File: config.mk
export PLATFORM = sky130hd
export DESIGN_NAME = scalar_to_rgb_colormap
export DESIGN_NICKNAME = d
export VERILOG_FILES = /design/src/rtl/scrgb_pkg.sv /design/src/rtl/scrgb_map.sv /design/src/rtl/scalar_to_rgb_colormap.sv
export SDC_FILE = /design/constraint.sdc
export NUM_CORES = 1
export LEC_CHECK = 0
export BUFFER_PORTS_ARGS = -buffer_cell sky130_fd_sc_hd__buf_2
export CELL_PAD_IN_SITES_DETAIL_PLACEMENT = 1
export CELL_PAD_IN_SITES_GLOBAL_PLACEMENT = 1
export CORE_MARGIN = 8
export CORE_UTILIZATION = 45
export DETAILED_ROUTE_END_ITERATION = 8
export PLACE_DENSITY_LB_ADDON = 0.1
export SETUP_SLACK_MARGIN = 0.15
export SLEW_MARGIN = 20
export SYNTH_ARGS = -nofsm -noshare
export SYNTH_HDL_FRONTEND = slang
export SYNTH_SLANG_ARGS = --single-unit
export TNS_END_PERCENT = 30
File: constraint.sdc
create_clock -name i_clk -period 10.7 [get_ports i_clk]
set_clock_uncertainty 0.05 [all_clocks]
set_input_delay 2.14 -clock i_clk [delete_from_list [all_inputs] [get_ports i_clk]]
set_output_delay 2.14 -clock i_clk [all_outputs]
set_load 0.03 [all_outputs]
File: src/rtl/scrgb_pkg.sv
// Shared constants and types for the scalar-to-RGB colormap.
// Fixed-point format, field widths, map mode codes and the color word type.
// No dependencies.
`default_nettype none

package scrgb_pkg;

    // Fraction bits of the scalar; ONE (1.0) is 2**FRACTION_BITS.
    localparam int FRACTION_BITS = 16;

    localparam int IN_W  = 18;                  // scalar_value field
    localparam int CH_W  = 8;                   // one color channel
    localparam int X_W   = FRACTION_BITS + 1;   // clamped scalar, 0..ONE
    localparam int CMP_W = (IN_W > X_W) ? IN_W : X_W;
    localparam int MODE_W = 2;

    localparam logic [MODE_W-1:0] MODE_BLUE_HOT  = 2'd0;
    localparam logic [MODE_W-1:0] MODE_DIVERGING = 2'd1;
    localparam logic [MODE_W-1:0] MODE_RAINBOW   = 2'd2;

    localparam logic [2:0] SECT_RED_YEL = 3'd0;
    localparam logic [2:0] SECT_YEL_GRN = 3'd1;
    localparam logic [2:0] SECT_GRN_CYN = 3'd2;
    localparam logic [2:0] SECT_CYN_BLU = 3'd3;
    localparam logic [2:0] SECT_BLU_MAG = 3'd4;
    localparam logic [2:0] SECT_MAG_RED = 3'd5;

    typedef struct packed {
        logic [CH_W-1:0] red;
        logic [CH_W-1:0] green;
        logic [CH_W-1:0] blue;
    } t_rgb;

endpackage

`default_nettype wire

File: src/rtl/scrgb_map.sv
// Combinational colormap: clamps the scalar and evaluates the selected map.
// Depends on scrgb_pkg.
`default_nettype none

module scrgb_map
    import scrgb_pkg::*;
(
    input  wire logic signed [IN_W-1:0]   i_scalar,
    input  wire logic        [MODE_W-1:0] i_mode,
    output t_rgb                          o_rgb
);

    localparam int P_W = X_W + 9;   // room for 510 * ONE
    localparam int H_W = X_W + 3;   // room for 6 * ONE

    localparam logic [CMP_W-1:0] ONE_C  = CMP_W'(1) << FRACTION_BITS;
    localparam logic [X_W-1:0]   ONE_X  = X_W'(1) << FRACTION_BITS;
    localparam logic [X_W-1:0]   HALF_X = X_W'(1) << (FRACTION_BITS - 1);
    localparam logic [P_W-1:0]   RND    = P_W'((64'd1 << FRACTION_BITS) - 64'd1);

    logic [CMP_W-1:0]        raw_ext;
    logic [X_W-1:0]          x;
    logic [X_W-1:0]          d;
    logic [P_W-1:0]          p255;
    logic [P_W-1:0]          p127;
    logic [P_W-1:0]          p510;
    logic [P_W-1:0]          p254;
    logic [P_W-1:0]          c254;
    logic [P_W-1:0]          c510;
    logic [H_W-1:0]          h;
    logic [2:0]              sect;
    logic [FRACTION_BITS-1:0] f;
    logic [P_W-1:0]          pup;
    logic [P_W-1:0]          pdn;
    logic [CH_W-1:0]         up;
    logic [CH_W-1:0]         dn;
    t_rgb                    bh_rgb;
    t_rgb                    dv_rgb;
    t_rgb                    hv_rgb;

    // clamp to 0..ONE
    assign raw_ext = CMP_W'($unsigned(i_scalar));

    always_comb begin
        if (i_scalar[IN_W-1]) begin
            x = '0;
        end else if (raw_ext > ONE_C) begin
            x = ONE_X;
        end else begin
            x = X_W'(raw_ext);
        end
    end

    // blue-hot
    assign p255 = P_W'(x) * P_W'(255);
    assign p127 = P_W'(x) * P_W'(127);
    always_comb begin
        bh_rgb.red   = CH_W'(p255 >> FRACTION_BITS);
        bh_rgb.green = bh_rgb.red;
        bh_rgb.blue  = CH_W'(128) + CH_W'(p127 >> FRACTION_BITS);
    end

    // diverging; the upper half rounds its decrement up
    assign d    = x - HALF_X;
    assign p510 = P_W'(x) * P_W'(510);
    assign p254 = P_W'(x) * P_W'(254);
    assign c254 = P_W'(d) * P_W'(254) + RND;
    assign c510 = P_W'(d) * P_W'(510) + RND;
    always_comb begin
        if (x <= HALF_X) begin
            dv_rgb.red   = CH_W'(p510 >> FRACTION_BITS);
            dv_rgb.green = dv_rgb.red;
            dv_rgb.blue  = CH_W'(128) + CH_W'(p254 >> FRACTION_BITS);
        end else begin
            dv_rgb.red   = CH_W'(255) - CH_W'(c254 >> FRACTION_BITS);
            dv_rgb.green = CH_W'(255) - CH_W'(c510 >> FRACTION_BITS);
            dv_rgb.blue  = dv_rgb.green;
        end
    end

    // HSV rainbow, six sectors; a full turn falls to the default (red)
    assign h    = H_W'(x) * H_W'(6);
    assign sect = h[FRACTION_BITS +: 3];
    assign f    = h[FRACTION_BITS-1:0];
    assign pup  = P_W'(f) * P_W'(255);
    assign pdn  = P_W'(ONE_X - X_W'(f)) * P_W'(255);
    assign up   = CH_W'(pup >> FRACTION_BITS);
    assign dn   = CH_W'(pdn >> FRACTION_BITS);

    always_comb begin
        case (sect)
            SECT_YEL_GRN: hv_rgb = '{red: dn,        green: CH_W'(255), blue: '0};
            SECT_GRN_CYN: hv_rgb = '{red: '0,        green: CH_W'(255), blue: up};
            SECT_CYN_BLU: hv_rgb = '{red: '0,        green: dn,         blue: CH_W'(255)};
            SECT_BLU_MAG: hv_rgb = '{red: up,        green: '0,         blue: CH_W'(255)};
            SECT_MAG_RED: hv_rgb = '{red: CH_W'(255), green: '0,        blue: dn};
            default:      hv_rgb = '{red: CH_W'(255), green: up,        blue: '0};
        endcase
    end

    always_comb begin
        case (i_mode)
            MODE_BLUE_HOT:  o_rgb = bh_rgb;
            MODE_DIVERGING: o_rgb = dv_rgb;
            MODE_RAINBOW:   o_rgb = hv_rgb;
            default:        o_rgb = '0;
        endcase
    end

endmodule

`default_nettype wire

File: src/rtl/scalar_to_rgb_colormap.sv
// Top level of the scalar-to-RGB colormap: input register, map logic, result register.
// Depends on scrgb_pkg and scrgb_map.
//
//   channel | ports                                   | direction
//   --------+-----------------------------------------+----------
//   input   | i_valid, o_stall, i_scalar_value        | in
//   result  | o_valid, i_stall, o_red/o_green/o_blue  | out
//   config  | i_cfg_we, i_cfg_wdata (map_mode)        | in
//
// Two register stages: a word is accepted into the input register, mapped
// combinationally, and moves into the result register once that register is free;
// one word per cycle while the result side does not stall.
// Synchronous active-low reset clears both valid flags and sets map_mode to blue-hot.
// A stall on the result side holds the result register and backs up into the
// input register; o_stall rises only when both stages are full.
`default_nettype none

module scalar_to_rgb_colormap
    import scrgb_pkg::*;
(
    input  wire logic                   i_clk,
    input  wire logic                   i_rst_n,

    input  wire logic                   i_cfg_we,
    input  wire logic [MODE_W-1:0]      i_cfg_wdata,

    input  wire logic                   i_valid,
    output logic                        o_stall,
    input  wire logic signed [IN_W-1:0] i_scalar_value,

    output logic                        o_valid,
    input  wire logic                   i_stall,
    output logic [CH_W-1:0]             o_red,
    output logic [CH_W-1:0]             o_green,
    output logic [CH_W-1:0]             o_blue
);

    logic [MODE_W-1:0]      r_map_mode;
    logic                   r_in_valid;
    logic signed [IN_W-1:0] r_in_scalar;
    logic                   r_out_valid;
    t_rgb                   r_out_rgb;

    logic                   n_in_valid;
    logic                   n_out_valid;
    logic                   out_free;
    logic                   in_move;
    logic                   in_take;
    t_rgb                   map_rgb;

    assign out_free = !r_out_valid || !i_stall;
    assign in_move  = r_in_valid && out_free;
    assign o_stall  = r_in_valid && !out_free;
    assign in_take  = i_valid && !o_stall;

    assign n_in_valid  = in_take || (r_in_valid && !in_move);
    assign n_out_valid = in_move || (r_out_valid && i_stall);

    scrgb_map u_map (
        .i_scalar (r_in_scalar),
        .i_mode   (r_map_mode),
        .o_rgb    (map_rgb)
    );

    always_ff @(posedge i_clk) begin
        if (!i_rst_n) begin
            r_map_mode  <= MODE_BLUE_HOT;
            r_in_valid  <= 1'b0;
            r_out_valid <= 1'b0;
        end else begin
            if (i_cfg_we) begin
                r_map_mode <= i_cfg_wdata;
            end
            r_in_valid  <= n_in_valid;
            r_out_valid <= n_out_valid;
        end
    end

    always_ff @(posedge i_clk) begin
        if (in_take) begin
            r_in_scalar <= i_scalar_value;
        end
        if (in_move) begin
            r_out_rgb <= map_rgb;
        end
    end

    assign o_valid = r_out_valid;
    assign o_red   = r_out_rgb.red;
    assign o_green = r_out_rgb.green;
    assign o_blue  = r_out_rgb.blue;

endmodule

`default_nettype wire

### Word level (Yosys, flattened, before mapping)

Index checks and enable logic that the tools add are counted.

* reductions and logical operators: 14
* equal/unequal tests: 7
* multiplexer cells: 5
* multiply operators: 9
* order comparisons: 2
* add/sub/neg operators: 8

Operator list (number)
* case mux 24 bit (5 select lines): 1
* case mux 24 bit (3 select lines): 1
* adder 24 x 16 -> 24 bit, second input constant: 2
* multiplier 17 x 7 -> 23 bit, second input constant: 2
* multiplier 17 x 8 -> 23 bit, second input constant: 2
* 2-to-1 mux 17 bit: 2
* multiplier 26 x 8 -> 24 bit, second input constant: 1
* multiplier 17 x 7 -> 24 bit, second input constant: 1
* multiplier 17 x 8 -> 24 bit, second input constant: 1
* 2-to-1 mux 24 bit: 1
* multiplier 15 x 8 -> 23 bit, second input constant: 1
* > comparator 18 x 17 -> 1 bit, second input constant: 1
* multiplier 17 x 2 -> 18 bit, second input constant: 1
* subtractor 17 x 16 -> 18 bit, first input constant: 1
* <= comparator 17 x 16 -> 1 bit, second input constant: 1
* subtractor 17 x 16 -> 17 bit, second input constant: 1
* adder 8 bit, first input constant: 2
* subtractor 8 bit, first input constant: 2
* == test 3 x 2 -> 1 bit, second input constant: 2
* == test 3 bit, second input constant: 2
* logical AND 1 bit: 5
* logical NOT 1 bit: 5
* == test 3 x 1 -> 1 bit, second input constant: 1
* logical OR 1 bit: 3
* other kinds (3): 3

* logic and storage cells: 52
* register bits after elaboration: 46
* output and inout port bits: 26
* input bits: 25

### Logic depth before layout (Yosys ltp)

* depth after elaboration: 9
* depth in mapped cells: 38

### Modules after synthesis

A second synthesis with hierarchy kept.

* cell total of the unflattened synthesis: 1686
* area total of the unflattened synthesis: 15438.6 um2

Modules (own cells, without submodules)
* scrgb_map: instances 1, area an instance 14020.9 um2, cells an instance 1630
* scalar_to_rgb_colormap: instances 1, area an instance 1417.6 um2, cells an instance 56

### Least setup slack after synthesis

No wires, ideal clock.

* path kind: register to register
* from: reg r_in_scalar[0]
* to: reg r_out_rgb, in the netlist o_blue[6] (data pin)
* path buffers: 1
* required time: 10.387 ns
* data arrival time: 8.422 ns
* cell stages (with the launch flop): 35
* setup slack: 1.965 ns
* cells stage by stage: edfxtp_1 > nor4_1 > nand4_1 > a21oi_2 > clkbuf_1 > nand2_1 > inv_1 > ha_1 > nor3_1 > nor3b_2 > a21o_1 > xor2_1 > inv_1 > ha_1 > nand2_1 > xnor2_2 > clkinv_2 > xnor2_2 > ha_1 > o21bai_1 > fa_1 > fa_1 > inv_1 > fa_1 > inv_1 > ha_1 > nand2_1 > a211oi_1 > o2111ai_1 > a31oi_1 > a311oi_1 > o21a_1 > nor3_1 > o2bb2ai_1 > a2111o_1

RTL lines
* start, declared: line scalar_to_rgb_colormap.sv:40 `logic signed [IN_W-1:0] r_in_scalar;`
* start signal, assigned: line scalar_to_rgb_colormap.sv:81 `r_in_scalar <= i_scalar_value;`
* end signal, assigned: line scalar_to_rgb_colormap.sv:84 `r_out_rgb <= map_rgb;`
* end, declared: line scalar_to_rgb_colormap.sv:42 `t_rgb r_out_rgb;`

==> impl_summary.log <==
INFO  metric run_status = complete, no violations
INFO  metric grt_max_degree = 25
INFO  metric most_common_cell_in_the_synthesized_netlist = inv_1
INFO  metric setup.reg_to_reg.worst_slack = 0.94 ns
INFO  metric cts_sinks = 46
INFO  metric post_detailed_route_count_of_antenna_violating_nets = 0
INFO  metric initial_antenna_violation_count = 0
INFO  metric grt_first_pass_wirelength = 72.1 mm
INFO  metric maxSlewHeadroom = 0.218
INFO  metric drt-pass1-iter-count = 5
INFO  metric detail_route.vias_per_cell = ~5.5
INFO  metric dp_hpwl = ~39 mm
INFO  metric final-max-slew-violation-count = 0
INFO  metric initial_core_util = 0.456
INFO  metric cts-root-buf = clkbuf_16
INFO  metric die_x = 200 um
INFO  metric drive_gt1_frac = 0.0658
INFO  metric critical_path_buf_inv_count = 8
INFO  metric setup_violating_endpoint_count_in_the_final_report = 0
INFO  metric grt_pass1_vias = 13,000
INFO  metric hold_path_startpoint = r_in_valid
INFO  metric grt_setup_unrepaired = false
INFO  metric prevailing_post_synth_register_cell = edfxtp_1
INFO  metric worstHoldEndpoint = o_valid
INFO  metric reg2regPathDepth = 34
INFO  metric initialDrtViolationCount = 567
INFO  metric core_region_area = between 30,000 and 40,000 um^2
INFO  metric synth_edf_count = 42
INFO  metric cts_buffers = 5
INFO  metric syn-mean-instance-area = about 9 um^2
INFO  metric regToRegEndpoint = o_blue[6]
INFO  metric max_freq = just over 100 MHz
INFO  metric crit_arrival = 9.76 ns
INFO  metric yosysTopAreaCell = fa_1
INFO  metric critPathTopFamily = adder cells
INFO  metric async_reset_ff_frac = 0
INFO  metric class_of_the_tightest_hold_or_removal_check = reg -> reg
INFO  metric global_route.overflow_total = 0
INFO  metric dieHeight = 200 um
INFO  metric worst_setup_hold_path_clk_slew = approximately 0.08 ns
INFO  metric ys_top_cells_by_count = 345 x inv_1, 231 x fa_1, 222 x ha_1
INFO  metric finalWeightedCongestion = 0.896
INFO  metric worst_r2r_startpoint = r_in_scalar[3]
INFO  metric mappedNetlistArea = 15,300 um^2
INFO  metric regArea = 1340 um^2
INFO  metric fillCellCount = 3,950
INFO  metric dominant_cells_by_area_after_synthesis = fa_1 30%, ha_1 18%, inv_1 8.5%
INFO  metric hold-path-cell-count = 2
INFO  metric cp-end-kind = flip-flop
INFO  metric synth_cell_type_count = 86
INFO  metric multi_input_logic_area = 12,600 um^2
INFO  metric routed-via-count = 11,900
INFO  metric worst_path_maximum_fanout = 8
INFO  metric post-route-drc-count = 0
INFO  metric synth.yosys.seq_area_share = 0.0877
INFO  metric timing.critical_path.from_type = flip-flop
INFO  metric floorplan.rows = 67
INFO  metric worst_path_largest_cell_delay = roughly 0.55 ns
INFO  metric ys_seq_elements = 46
INFO  metric slowest_cell_on_crit_path = fa_1
INFO  metric io_buffer_count = 50
INFO  metric cts.hold.buffers_added = 0
INFO  metric most_repeated_library_cell_on_the_critical_path = inv_1
INFO  metric cts_tree = done
INFO  metric timing.final.crit_share = 0.912
INFO  metric global_route.usage.total = 0.223
INFO  metric yosysWarnings = 0
INFO  metric die_area = 40,100 um^2
INFO  metric transition_time_at_the_pin_with_the_least_slew_margin = 1.16 ns
INFO  metric clk-insertion-delay-late = roughly 0.31 ns
INFO  metric post-synth-top-area-fraction = 0.302
INFO  metric antenna_cells_inserted = 0
INFO  metric totalWireLength = roughly 44 mm
INFO  metric synth_cells = 1,653
INFO  metric htreeDepth = 2
INFO  metric cap_viol_max_count = 0
INFO  metric io-pin-count = 51
INFO  metric cts.path.max_buffers = 2
INFO  metric finalHoldViolations = 0
INFO  metric min_period = 9.76 ns
INFO  metric postSynthNetCount = between 2,000 and 2,500
INFO  metric worstPathRequired = 10.70 ns
INFO  metric syn_to_final_growth = 6.45%
INFO  metric fin_setup_tns = 0 ns
INFO  metric fin_nets = around 2,200
INFO  metric worst_setup_path_category = reg -> reg
INFO  metric wl_per_cell = about 21 um
## logic make-up after synthesis
group,Yosys count,share of synthesized area
AOI/OAI and AO/OA,328,0.146
xor gates and xnor gates,124,0.0788
adders and majority gates,453,0.484
buffers and inverters,368,0.0906
DFF,46,0.0877
muxes,10,0.00654
and+or+nand+nor,324,0.106
## repair_timing
action | 4_1_cts | 5_1_grt
setup endpoints to repair | 0 | 12
gates resized for setup | 0 | 3
buffers inserted | 0 | 0
## final cells by class
cell class	count	share of cell area
inverter	349	0.0807
tap	448	0.0344
clock buffer	5	0.00768
sequential	46	0.0824
multi-input combinational	1239	0.773
clock inverter	3	0.00146
timing repair buffer	60	0.0200
## metrics by stage
step	instance area (um^2)	cells	utilization	setup slack, ns	hold slack, ns
finish	16300	2150	0.486	0.942	0.479
global route	16300	2150	0.486	0.156	0.512
CTS	16300	2150	0.485	0.587	0.481
detailed placement	16100	2142	0.481	0.686	0.468
global placement	16100	2142	0.481	0.918	0.440
floorplan	15300	1653	-	1.97	0.417
## sequential cells by signal (all words and copies together) (netlist names)
| name | flops |
|---|---|
| o_green | 8 |
| r_in_scalar | 18 |
| o_blue | 8 |
| o_valid | 1 |
| r_in_valid | 1 |
| r_map_mode | 2 |
| o_red | 8 |
## worst min-delay path: stages, from the launching register on
cell and delay, ns:
dfxtp_1 0.35, a21oi_1 0.05, nor2b_1 0.09
## layer usage
layer,global-route usage,wire length [um]
met4,0.0465,952
met3,0.0221,1420
met1,0.306,20500
met5,0,0
met2,0.377,21300
## worst max-delay path by stage
stage,startpoint,end,cells past startpoint
finish,r_in_scalar[3],o_blue[6],34
global route,r_in_scalar[11],o_red[6],37
CTS,r_in_scalar[11],o_blue[6],34
detailed placement,r_in_scalar[11],o_blue[6],34
global placement,r_in_scalar[11],o_blue[6],34
floorplan,r_in_scalar[0],o_blue[6],34
## cells in the final DEF, fill, tap and decap left out, types with 6 or more instances in the layout
cell      instances
inv_1           345
fa_1            231
ha_1            222
nand2_1          92
a21oi_1          77
nor2_1           74
xnor2_1          73
o21ai_0          58
buf_2            50
edfxtp_1         42
xor2_1           38
a21o_1           28
nor3_1           27
o211ai_1         21
nand3_1          20
nand2b_1         17
o21a_1           16
a211oi_1         15
nor2b_1          14
o21bai_1         13
nand4_1          11
nor4_1           10
mux2i_1          10
buf_4            10
xnor2_2           9
a31oi_1           8
nand3b_1          8
a22oi_1           7
and2_1            7
nor3b_1           6
o221ai_1          6
and3_1            6
o21ai_1           6
Power is not shown: default switching activity piles up to over one toggle a cycle in this logic, so the estimate is an artifact.
